[src/hdl/mcmp_pkg.sv]
`default_nettype none

package mcmp_pkg;

    localparam int unsigned BYTE_W = 8;
    localparam int unsigned DATA_W = 7;
    localparam int unsigned CHAN_W = 4;
    localparam int unsigned KIND_W = 2;

    // Output tdata: channel, first_data, second_data packed and padded to bytes.
    localparam int unsigned OUT_PAYLOAD_W = CHAN_W + 2 * DATA_W;
    localparam int unsigned OUT_TDATA_W   = ((OUT_PAYLOAD_W + 7) / 8) * 8;

    // Upper nibble of a channel status byte.
    localparam logic [3:0] STAT_NOTE_OFF = 4'h8;
    localparam logic [3:0] STAT_NOTE_ON  = 4'h9;
    localparam logic [3:0] STAT_CTRL_CHG = 4'hB;
    localparam logic [3:0] STAT_SYSTEM   = 4'hF;

    typedef enum logic [KIND_W-1:0] {
        KIND_NOTE_ON  = 2'd0,
        KIND_NOTE_OFF = 2'd1,
        KIND_CTRL_CHG = 2'd2
    } t_event_kind;

    typedef struct packed {
        logic              valid;
        t_event_kind       kind;
        logic [CHAN_W-1:0] channel;
        logic [DATA_W-1:0] first_data;
        logic [DATA_W-1:0] second_data;
    } t_event;

endpackage

`default_nettype wire

[src/hdl/mcmp_decoder.sv]
`default_nettype none

module mcmp_decoder (
    input  wire logic                        i_clk,
    input  wire logic                        i_rst_n,
    input  wire logic                        i_fire,
    input  wire logic [mcmp_pkg::BYTE_W-1:0] i_byte,
    output mcmp_pkg::t_event                 o_event
);
    import mcmp_pkg::*;

    logic [BYTE_W-1:0] r_status, n_status;
    logic [DATA_W-1:0] r_held, n_held;
    logic              r_held_valid, n_held_valid;

    always_ff @(posedge i_clk) begin
        if (!i_rst_n) begin
            r_status     <= '0;
            r_held       <= '0;
            r_held_valid <= 1'b0;
        end else if (i_fire) begin
            r_status     <= n_status;
            r_held       <= n_held;
            r_held_valid <= n_held_valid;
        end
    end

    always_comb begin
        n_status           = r_status;
        n_held             = r_held;
        n_held_valid       = r_held_valid;
        o_event.valid      = 1'b0;
        o_event.kind       = KIND_NOTE_ON;
        o_event.channel    = r_status[CHAN_W-1:0];
        o_event.first_data = r_held;
        o_event.second_data = i_byte[DATA_W-1:0];

        if (i_byte[BYTE_W-1]) begin
            if (i_byte[7:4] == STAT_SYSTEM) begin
                // System bytes cancel running status but keep the held data.
                n_status = '0;
            end else begin
                n_status     = i_byte;
                n_held       = '0;
                n_held_valid = 1'b0;
            end
        end else if (!r_held_valid) begin
            n_held       = i_byte[DATA_W-1:0];
            n_held_valid = 1'b1;
        end else begin
            case (r_status[7:4])
                STAT_NOTE_ON: begin
                    o_event.valid = 1'b1;
                    // A note-on with zero velocity means note-off.
                    o_event.kind  = (i_byte[DATA_W-1:0] != '0) ? KIND_NOTE_ON
                                                               : KIND_NOTE_OFF;
                end
                STAT_NOTE_OFF: begin
                    o_event.valid = 1'b1;
                    o_event.kind  = KIND_NOTE_OFF;
                end
                STAT_CTRL_CHG: begin
                    o_event.valid = 1'b1;
                    o_event.kind  = KIND_CTRL_CHG;
                end
                default: begin
                    o_event.valid = 1'b0;
                end
            endcase
            if (o_event.valid) begin
                n_held       = '0;
                n_held_valid = 1'b0;
            end
        end
    end

endmodule

`default_nettype wire

[src/hdl/midi_channel_message_parser.sv]
// A byte accepted into the input register is decoded combinationally from it, and its
// event is registered in the output register when the decoder consumes the byte.
// Throughput: one byte per cycle; the input side stalls only while the output register
// holds an event that the sink has not taken.
// Reset: synchronous, active low; clears running status, the held data byte and all
// valid flags.
`default_nettype none

module midi_channel_message_parser (
    input  wire logic                             i_clk,
    input  wire logic                             i_rst_n,
    // Input stream, one received MIDI byte per transaction.
    input  wire logic                             i_s_axis_tvalid,
    output logic                                  o_s_axis_tready,
    input  wire logic [mcmp_pkg::BYTE_W-1:0]      i_s_axis_tdata,  // [7:0] midi_byte
    // Output stream, one channel event per transaction.
    output logic                                  o_m_axis_tvalid,
    input  wire logic                             i_m_axis_tready,
    output logic [mcmp_pkg::OUT_TDATA_W-1:0]      o_m_axis_tdata,  // [3:0] channel,
                                                                   // [10:4] first_data,
                                                                   // [17:11] second_data,
                                                                   // [23:18] zero
    output logic [mcmp_pkg::KIND_W-1:0]           o_m_axis_tuser   // [1:0] event_kind
);
    import mcmp_pkg::*;

    // Input register stage.
    logic              r_in_valid;
    logic [BYTE_W-1:0] r_in_byte;

    // Output register stage.
    logic              r_out_valid;
    t_event            r_out_event;

    logic   out_free;
    logic   fire;
    logic   in_ready;
    t_event dec_event;

    // The output register can take a new event when empty or being drained this cycle.
    assign out_free = !r_out_valid || i_m_axis_tready;
    // The decoder consumes the registered byte whenever its result has somewhere to go.
    assign fire     = r_in_valid && out_free;
    // The input register refills when empty or when its byte is consumed this cycle.
    assign in_ready = !r_in_valid || fire;

    always_ff @(posedge i_clk) begin
        if (!i_rst_n) begin
            r_in_valid <= 1'b0;
        end else if (in_ready) begin
            r_in_valid <= i_s_axis_tvalid;
        end
    end

    always_ff @(posedge i_clk) begin
        if (in_ready && i_s_axis_tvalid) begin
            r_in_byte <= i_s_axis_tdata;
        end
    end

    mcmp_decoder u_decoder (
        .i_clk   (i_clk),
        .i_rst_n (i_rst_n),
        .i_fire  (fire),
        .i_byte  (r_in_byte),
        .o_event (dec_event)
    );

    always_ff @(posedge i_clk) begin
        if (!i_rst_n) begin
            r_out_valid <= 1'b0;
        end else if (out_free) begin
            r_out_valid <= fire && dec_event.valid;
        end
    end

    always_ff @(posedge i_clk) begin
        if (fire && dec_event.valid) begin
            r_out_event <= dec_event;
        end
    end

    assign o_s_axis_tready = in_ready;
    assign o_m_axis_tvalid = r_out_valid;
    assign o_m_axis_tuser  = r_out_event.kind;
    assign o_m_axis_tdata  = {{(OUT_TDATA_W - OUT_PAYLOAD_W){1'b0}},
                              r_out_event.second_data,
                              r_out_event.first_data,
                              r_out_event.channel};

endmodule

`default_nettype wire

[config.mk]
export PLATFORM = sky130hd
export DESIGN_NAME = midi_channel_message_parser
export DESIGN_NICKNAME = d
export VERILOG_FILES = /design/src/hdl/mcmp_pkg.sv /design/src/hdl/mcmp_decoder.sv /design/src/hdl/midi_channel_message_parser.sv
export SDC_FILE = /design/constraint.sdc
export NUM_CORES = 1
export LEC_CHECK = 0
export BUFFER_PORTS_ARGS = -buffer_cell sky130_fd_sc_hd__buf_2
export CELL_PAD_IN_SITES_DETAIL_PLACEMENT = 0
export CELL_PAD_IN_SITES_GLOBAL_PLACEMENT = 2
export CORE_MARGIN = 8
export CORE_UTILIZATION = 35
export DETAILED_ROUTE_END_ITERATION = 10
export PLACE_DENSITY = 0.87
export RECOVER_POWER = 50
export SETUP_SLACK_MARGIN = 0.15
export SLEW_MARGIN = 20
export SYNTH_ARGS = -nofsm -noshare
export SYNTH_HDL_FRONTEND = slang
export SYNTH_SLANG_ARGS = --single-unit
export TNS_END_PERCENT = 20
[constraint.sdc]
create_clock -name i_clk -period 2.6 [get_ports i_clk]
set_input_delay 0.13 -clock i_clk [delete_from_list [all_inputs] [get_ports i_clk]]
set_output_delay 0.13 -clock i_clk [all_outputs]
set_load 0.05 [all_outputs]
Word level (Yosys, flattened, before mapping) --
Index checks and enable logic that the tools add are counted.
Word-level totals: register bits after elaboration 46, input bits 12
Operators by class: bitwise gates (word level) 1, muxes and demuxes 16, reductions and logical operators 13, equal/unequal tests 6
Operator list (number):
- $mux W7 | 4
- $eq A4 B4 Y1 const B | 4
- $mux W1 | 8
- $mux W8 | 1
- $reduce_bool A7 Y1 | 1
- $mux W3 | 2
- $pmux W2 S3 | 1
- $reduce_and A2 Y1 | 2
- $logic_and A1 B1 Y1 | 3
- $ne A3 B3 Y1 const B | 1
- $reduce_and A3 Y1 | 1
- $reduce_or A3 Y1 | 1
- $logic_not A1 Y1 | 2
- $logic_or A1 B1 Y1 | 2
- $ne A2 B2 Y1 const B | 1
- $reduce_or A2 Y1 | 1
- $not A1 Y1 | 1

Depth between registers and ports, before layout --
Gate-level depths: netlist (run 1).
depth after elaboration 8, gate-level depth with buffers 5, depth with buffers taken out 4

Cells and area by module --
Synthesis (run 1) repeated with hierarchy kept, for this count alone.
Unflattened totals: cells, all modules 137, area, all modules 1800.5 µm²
Modules (own cells, without submodules):
- midi_channel_message_parser | instances 1, seq. area each 880.8 µm², area each 1002.2 µm², cells each 48
- mcmp_decoder | instances 1, seq. area each 320.3 µm², area each 798.3 µm², cells each 89

Worst setup path after synthesis (run 1) --
No wires, ideal clock.
path type flip-flop to flip-flop, start point reg r_out_valid, in the netlist o_m_axis_tvalid, end point reg r_out_event (netlist bit o_m_axis_tdata[0]), enable pin, arrival 2.020 ns, path slack 0.168 ns, required time 2.188 ns, stages on the path, launching flop included 4, period minus slack after synthesis 2.432 ns, cell sequence dfxtp_1 nand2b_2 nand2_1 nor4_2
On the way: longest elaborated chain between the ends 4
Ends and longest elaborated chain:
- from (decl) | line midi_channel_message_parser.sv:32 | logic r_out_valid;
- from (signal assigned) | line midi_channel_message_parser.sv:73 | r_out_valid <= fire && dec_event.valid;
- $logic_not A1 Y1 | line midi_channel_message_parser.sv:41 | assign out_free = !r_out_valid || i_m_axis_tready;
- $logic_or A1 B1 Y1 | line midi_channel_message_parser.sv:41
- $logic_and A1 B1 Y1 | line midi_channel_message_parser.sv:43 | assign fire = r_in_valid && out_free;
- $logic_and A1 B1 Y1 | line midi_channel_message_parser.sv:78 | if (fire && dec_event.valid) begin
- to (signal assigned) | line midi_channel_message_parser.sv:79 | r_out_event <= dec_event;
- to (decl) | line midi_channel_message_parser.sv:33 | t_event r_out_event;
No other way between the ends. A chain may end at the register's enable or synchronous reset.

Worst setup path after layout (run 1) --
start point reg r_in_byte[7], end point reg r_out_event (netlist bit o_m_axis_tdata[4]), enable pin
On the way: longest elaborated chain between the ends 2
Ends and longest elaborated chain:
- from (decl) | line midi_channel_message_parser.sv:29 | logic [BYTE_W-1:0] r_in_byte;
- from (signal assigned) | line midi_channel_message_parser.sv:57 | r_in_byte <= i_s_axis_tdata;
- $mux W3 | line mcmp_decoder.sv:38 | if (i_byte[BYTE_W-1]) begin
- $logic_and A1 B1 Y1 | line midi_channel_message_parser.sv:78
No other way between the ends.

==> results of run 1 <==
state kept, by name, indices dropped and copies added (netlist names):
name,flops
o_m_axis_tdata,18
u_decoder.r_status,8
o_m_axis_tvalid,1
u_decoder.r_held_valid,1
o_m_axis_tuser,2
r_in_valid,1
u_decoder.r_held,7
r_in_byte,8
cell usage after synthesis:
cell	instances	area (um^2)
o21a_1	1	7.51
nor3b_1	1	7.51
a21oi_1	1	5.00
buf_2	2	10.0
nor2_8	1	20.0
nand2_1	26	97.6
mux2i_1	7	70.1
conb_1	1	3.75
nand3_2	1	10.0
nor2b_1	2	12.5
a21boi_1	8	60.1
nor2b_2	1	8.76
edfxtp_1	28	841
nand2b_2	1	8.76
nand4_2	1	12.5
a31oi_1	1	6.26
nand2b_4	2	27.5
nor4_1	1	6.26
buf_1	1	3.75
dfxtp_1	18	360
buf_4	6	45.0
clkbuf_1	1	3.75
and2_1	2	12.5
o21ba_4	1	16.3
and3_1	1	6.26
nand3_1	8	40.0
a2111oi_2	1	15.0
nor2_1	3	11.3
nor4_2	1	12.5
nor3_1	2	10.0
cell families after synthesis:
group           Yosys count
flops                    46
mux                       7
buf+inv                  10
simple gates             54
compound gates           13
other cells               1
power breakdown:
part | total (mW) | switching [mW] | internal [mW]
Clock | 0.412 | 0.223 | 0.190
Combinational | 0.0920 | 0.0587 | 0.0333
Sequential | 0.819 | 0.0240 | 0.795
Total | 1.32 | 0.305 | 1.02
metal layers:
| metal | vias to the layer above | routed length, um | track usage, % |
|---|---|---|---|
| met5 | - | 0 | 0 |
| met2 | 40 | 1590 | 15.6 |
| li1 | 533 | - | - |
| met1 | 522 | 1460 | 10.6 |
| met3 | 5 | 286 | 3.88 |
| met4 | 0 | 44 | 4.23 |
path summary, 6_finish.rpt:
check | start | slack, ps | to | cells after the start
setup / recovery | r_in_byte[7] | 890 | o_m_axis_tdata[4] | 3
hold / removal | i_s_axis_tdata[6] | 10 | r_in_byte[6] | 1
setup reg to reg | r_in_byte[7] | 890 | o_m_axis_tdata[4] | 3
hold reg to reg | u_decoder.r_held[2] | 440 | o_m_axis_tdata[6] | 0
metrics by stage:
step / total power, mW / utilization [%] / instance area [um^2] / cells / hold WS, ps
6_report: 1.32 / 43.6 / 2090 / 239 / 14.9
5_1_grt: 1.38 / 43.6 / 2090 / 239 / 3.07
4_1_cts: 1.33 / 43.3 / 2070 / 235 / 1.78
3_5_place_dp: 0.924 / 41.5 / 1990 / 227 / 308
3_3_place_gp: 0.920 / 41.5 / 1990 / 227 / 307
2_1_floorplan: 0.904 / - / 1770 / 136 / 229
worst max-delay path: stages (launching register included):
cell and delay, ps:
edfxtp_1 450, nand2b_4 200, nor4_4 550, buf_12 220
area by class of cell:
| cell class | count | area [um^2] | share of cell area (%) |
|---|---|---|---|
| repair buffers | 38 | 199 | 9.54 |
| flip-flops and latches | 46 | 1200 | 57.6 |
| well taps | 67 | 83.8 | 4.02 |
| clock buffers | 6 | 72.6 | 3.48 |
| clock inverters | 2 | 13.8 | 0.660 |
| multi-input cells | 80 | 515 | 24.7 |
timing repair:
| item | CTS | global route |
|---|---|---|
| hold buffers | 0 | 4 |
| setup buffers | 0 | 0 |
| setup endpoints to repair | 0 | 0 |
| hold endpoints to repair | 0 | 4 |
==> results.py, run 1 <==
metrics = {
    "synthesis": {
        "ys.warnings.count": 0,
        "ys_ff_latch": 46,
        "avgSynthCellArea_um2": 13.4,
        "synth_xor_area_share_pct": 0,
        "synth_fa_ha_area_share_pct": 0,
        "synth_top_family_by_area": "simple AND/OR/NAND/NOR gates",
        "synthSimpleGateAreaFrac_pct": 17.4,
        "syn_inst": 131,
        "synth-compound-area-share_pct": 6.29,
        "synth.area.mux_share_pct": 4.00,
        "netlist_area_um2": 1750,
        "synth_cell_type_count": 30,
        "ys_seq_area_share_pct": 68.6,
    },
    "final_layout": {
        "final_common_cell": "edfxtp_1",
        "nets": 183,
        "layout-drive-gt1-share_pct": 17.4,
        "antenna_cells": 0,
        "final_cell_mix": "edfxtp_1, nand2_1, clkbuf_1",
        "nFillCells": 455,
        "area_growth_syn_to_layout_pct": 19.1,
    },
    "worst_setup_path": {
        "cp.arrival_ps": 1710,
        "worstPathRequired_ps": 2600,
        "end_kind": "flop",
        "worstSetupPathType": "flop to flop",
        "cp-start-kind": "flop",
        "critPathMaxFanout": 15,
    },
    "floorplan": {
        "start_util_pct": 36.6,
        "core_um2": 4790,
        "die-area_um2": 7520,
        "die_h_um": 86.7,
        "ios": 40,
        "dieWidth_um": 86.7,
        "core.rowCount": 25,
    },
    "outcome": {
        "status": "finished clean",
    },
    "cts": {
        "tritoncts": "built",
        "cts_resized": 0,
        "clk_pin_slew_ps": 80,
        "cts-root-buf": "clkbuf_8",
        "cts.path.max_buffers": 2,
        "clkLatencyLatePin_ps": 290,
        "htree_levels": 2,
        "cts_made_buffers": 5,
        "clock-sinks": 46,
    },
    "sta": {
        "max-slew-margin-rel_pct": 59.4,
        "tightest_slew_ps": 611,
        "finalHoldViolCount": 0,
        "rsz0062_at_grt": "no",
        "final-max-slew-violation-count": 0,
        "fmax_mhz": 584,
        "setup_viol": 0,
        "period_share_pct": 65.9,
        "setup_ws_ps": 888,
        "layout_min_cycle_time_ps": 1710,
        "final.setup.tns_ps": 0,
        "skew_ps": 4.63,
    },
    "global_route": {
        "grt_overflow": 0,
        "grt_max_degree": 20,
        "grt_first_pass_wirelength_um": 5440,
        "first_global_vias": 1143,
        "antenna_found_initial": 0,
        "gr-usage-all-layers_pct": 9.54,
    },
    "pwr": {
        "p_leak_nw": 0.687,
        "ir_drop_uv": 306,
        "power.density_nw_per_um2": 634,
    },
    "route": {
        "routedWlPerCell_um": 14.1,
        "postRouteAntennaNets": 0,
        "drt_first_iter_violations": 82,
        "dr_total_vias": 1100,
        "viasPerCell": 4.60,
        "wl_um": 3380,
        "drt-pass1-iter-count": 4,
        "drc": 0,
    },
    "placed_design": {
        "place_worst_setup_slack_ps": 880,
        "io_buffers": 33,
        "dp_hpwl_um": 2480,
        "finalWeightedCongestion": 0.726,
    },
    "flow_run": {
        "cap_violations": 0,
    },
    "min_path": {
        "min_path_type": "input port to flop",
    },
}
No activity file was read; power rests on OpenSTA's default activity.
==> run 2, diff against run 1 <==
==> constraint.sdc (replaced) <==
create_clock -name i_clk -period 1.77 [get_ports i_clk]
set_input_delay 0.0885 -clock i_clk [delete_from_list [all_inputs] [get_ports i_clk]]
set_output_delay 0.0885 -clock i_clk [all_outputs]
set_load 0.05 [all_outputs]
==> run 2 against run 1 <==
  * Combinational power rose by 57%
  * Flip-flop and latch count unchanged
  * Sequential power is 47% higher
  * Global-route usage increased by 0.11 points
  * Cell area increased by 2.0%
  * Largest cell class unchanged
==> results.py, run 2 (synthesis gave the netlist of run 1 again) <==
metrics = {
    "pwr": {
        "p_switching_mw": 0.450,
        "power_frac_seq_pct": 61.8,
        "ir_drop_uv": 328,
        "power.density_nw_per_um2": 914,
        "p_int_mw": 1.49,
        "p_clk_share_pct": 30.8,
        "p_leak_nw": 0.707,
        "pwr-share-comb_pct": 7.4,
        "swShare_pct": 23.1,
    },
    "route": {
        "postRouteAntennaNets": 0,
        "viasPerCell": 4.56,
        "routedWlPerCell_um": 14.0,
        "drt_first_iter_violations": 17,
        "dr_total_vias": 1117,
        "wl_um": 3430,
        "drc": 0,
        "drt-pass1-iter-count": 4,
    },
    "global_route": {
        "grt_first_pass_wirelength_um": 5560,
        "antenna_found_initial": 0,
        "first_global_vias": 1186,
        "grt_max_degree": 18,
        "gr-usage-all-layers_pct": 9.64,
        "grt_overflow": 0,
    },
    "final_layout": {
        "final_cells": 245,
        "final_common_cell": "edfxtp_1",
        "final_cell_mix": "edfxtp_1, nand2_1, clkbuf_1",
        "largest_reg_flops": 18,
        "finalCoreUtilization_pct": 44.4,
        "layout-drive-gt1-share_pct": 18.0,
        "nFillCells": 456,
        "area_growth_syn_to_layout_pct": 21.4,
        "multi_input_area_um2": 515,
        "antenna_cells": 0,
        "regArea_um2": 1200,
        "design_area_um2": 2130,
        "nets": 189,
    },
    "sta": {
        "finalHoldViolCount": 0,
        "setup_viol": 0,
        "fmax_mhz": 653,
        "final-max-slew-violation-count": 0,
        "setup_ws_ps": 237,
        "rsz0062_at_grt": "no",
        "skew_ps": 3.19,
        "tightest_slew_ps": 619,
        "max-slew-margin-rel_pct": 58.9,
        "whs_ps": 48.6,
        "period_share_pct": 86.6,
        "layout_min_cycle_time_ps": 1530,
    },
    "worst_setup_path": {
        "worstSetupPathType": "flop to flop",
        "cp.arrival_ps": 1520,
        "worstPathRequired_ps": 1760,
        "critPathMaxFanout": 15,
        "slowest_stage": "edfxtp_1",
        "cp_top_family": "simple AND/OR/NAND/NOR gates",
        "crit_chain": "nand2b_4 > nor4_4 > buf_4",
        "cp-start-kind": "flop",
        "slowest_delay_ps": 460,
        "end_kind": "flop",
        "critPathBufInv": 1,
    },
    "outcome": {
        "status": "finished clean",
    },
    "placed_design": {
        "dp_hpwl_um": 2500,
        "finalWeightedCongestion": 0.804,
        "numPlacedInstances": 229,
        "place_worst_setup_slack_ps": 248,
        "io_buffers": 33,
        "place_area_um2": 1990,
    },
    "floorplan": {
        "core.rowCount": 25,
        "die_h_um": 86.7,
        "start_util_pct": 36.6,
        "core_um2": 4790,
        "die-area_um2": 7520,
        "dieWidth_um": 86.7,
        "ios": 40,
    },
    "cts": {
        "cts_setup_buffers": 0,
        "holdBufCountCts": 8,
        "cts_made_buffers": 5,
        "clock-sinks": 46,
        "tritoncts": "built",
        "cts_resized": 0,
        "cts.path.max_buffers": 2,
        "htree_levels": 2,
        "clkLatencyLatePin_ps": 290,
        "cts-root-buf": "clkbuf_8",
        "clk_pin_slew_ps": 80,
    },
    "min_path": {
        "min_path_type": "input port to flop",
    },
    "flow_run": {
        "cap_violations": 0,
    },
}
## run 2: cell count changes in the layout (fill, tap and decap cells not counted), sizes merged
cell / change
buf: +2
dlygate4sd3: +4
clkbuf: -1
clkinvlp: +1
## run 2: final cells by class
| class | count | area share (%) |
|---|---|---|
| Clock inverter | 3 | 0.765 |
| Timing Repair Buffer | 44 | 11.4 |
| Tap cell | 67 | 3.94 |
| Clock buffer | 5 | 3.24 |
| Multi-Input combinational cell | 80 | 24.2 |
| Sequential cell | 46 | 56.5 |
## run 2: worst paths after layout
check                                            from                end  slack (ps)  cells past startpoint
worst min register to register  u_decoder.r_status[1]  o_m_axis_tdata[1]         430                      0
worst max-delay path                     r_in_byte[7]  o_m_axis_tdata[2]         240                      3
worst min-delay path                  i_s_axis_tvalid         r_in_valid          50                      3
worst max register to register           r_in_byte[7]  o_m_axis_tdata[2]         240                      3
## run 2: metal layers
metal / vias up / GRT usage [%] / part of all wire (%)
met5: - / 0 / 0
met4: 0 / 4.54 / 1.3
met3: 5 / 3.88 / 6.7
met2: 39 / 16.6 / 49
met1: 533 / 9.99 / 43
li1: 540 / - / -
## run 2: stage by stage
stage / setup TNS, ps / total power, mW
final: 0 / 1.94
after global placement: 0 / 1.35
after floorplan: -1520 / 1.33
after detailed placement: 0 / 1.36
after CTS: 0 / 1.96
after global routing: 0 / 2.01
## run 2: power by group through the flow
stage | Clock (mW) | Sequential, mW | Combinational, mW
after floorplan | 0 | 1.22 | 0.111
after detailed placement | 0 | 1.23 | 0.131
after CTS | 0.614 | 1.20 | 0.144
final | 0.598 | 1.20 | 0.144
after global routing | 0.647 | 1.21 | 0.157
after global placement | 0 | 1.23 | 0.128
## run 2: worst reg2reg max path: cells and delay by family, from the launching register on
kind,cells,cell delay [ps]
simple gates,2,490
buf+inv,1,280
flops,1,460
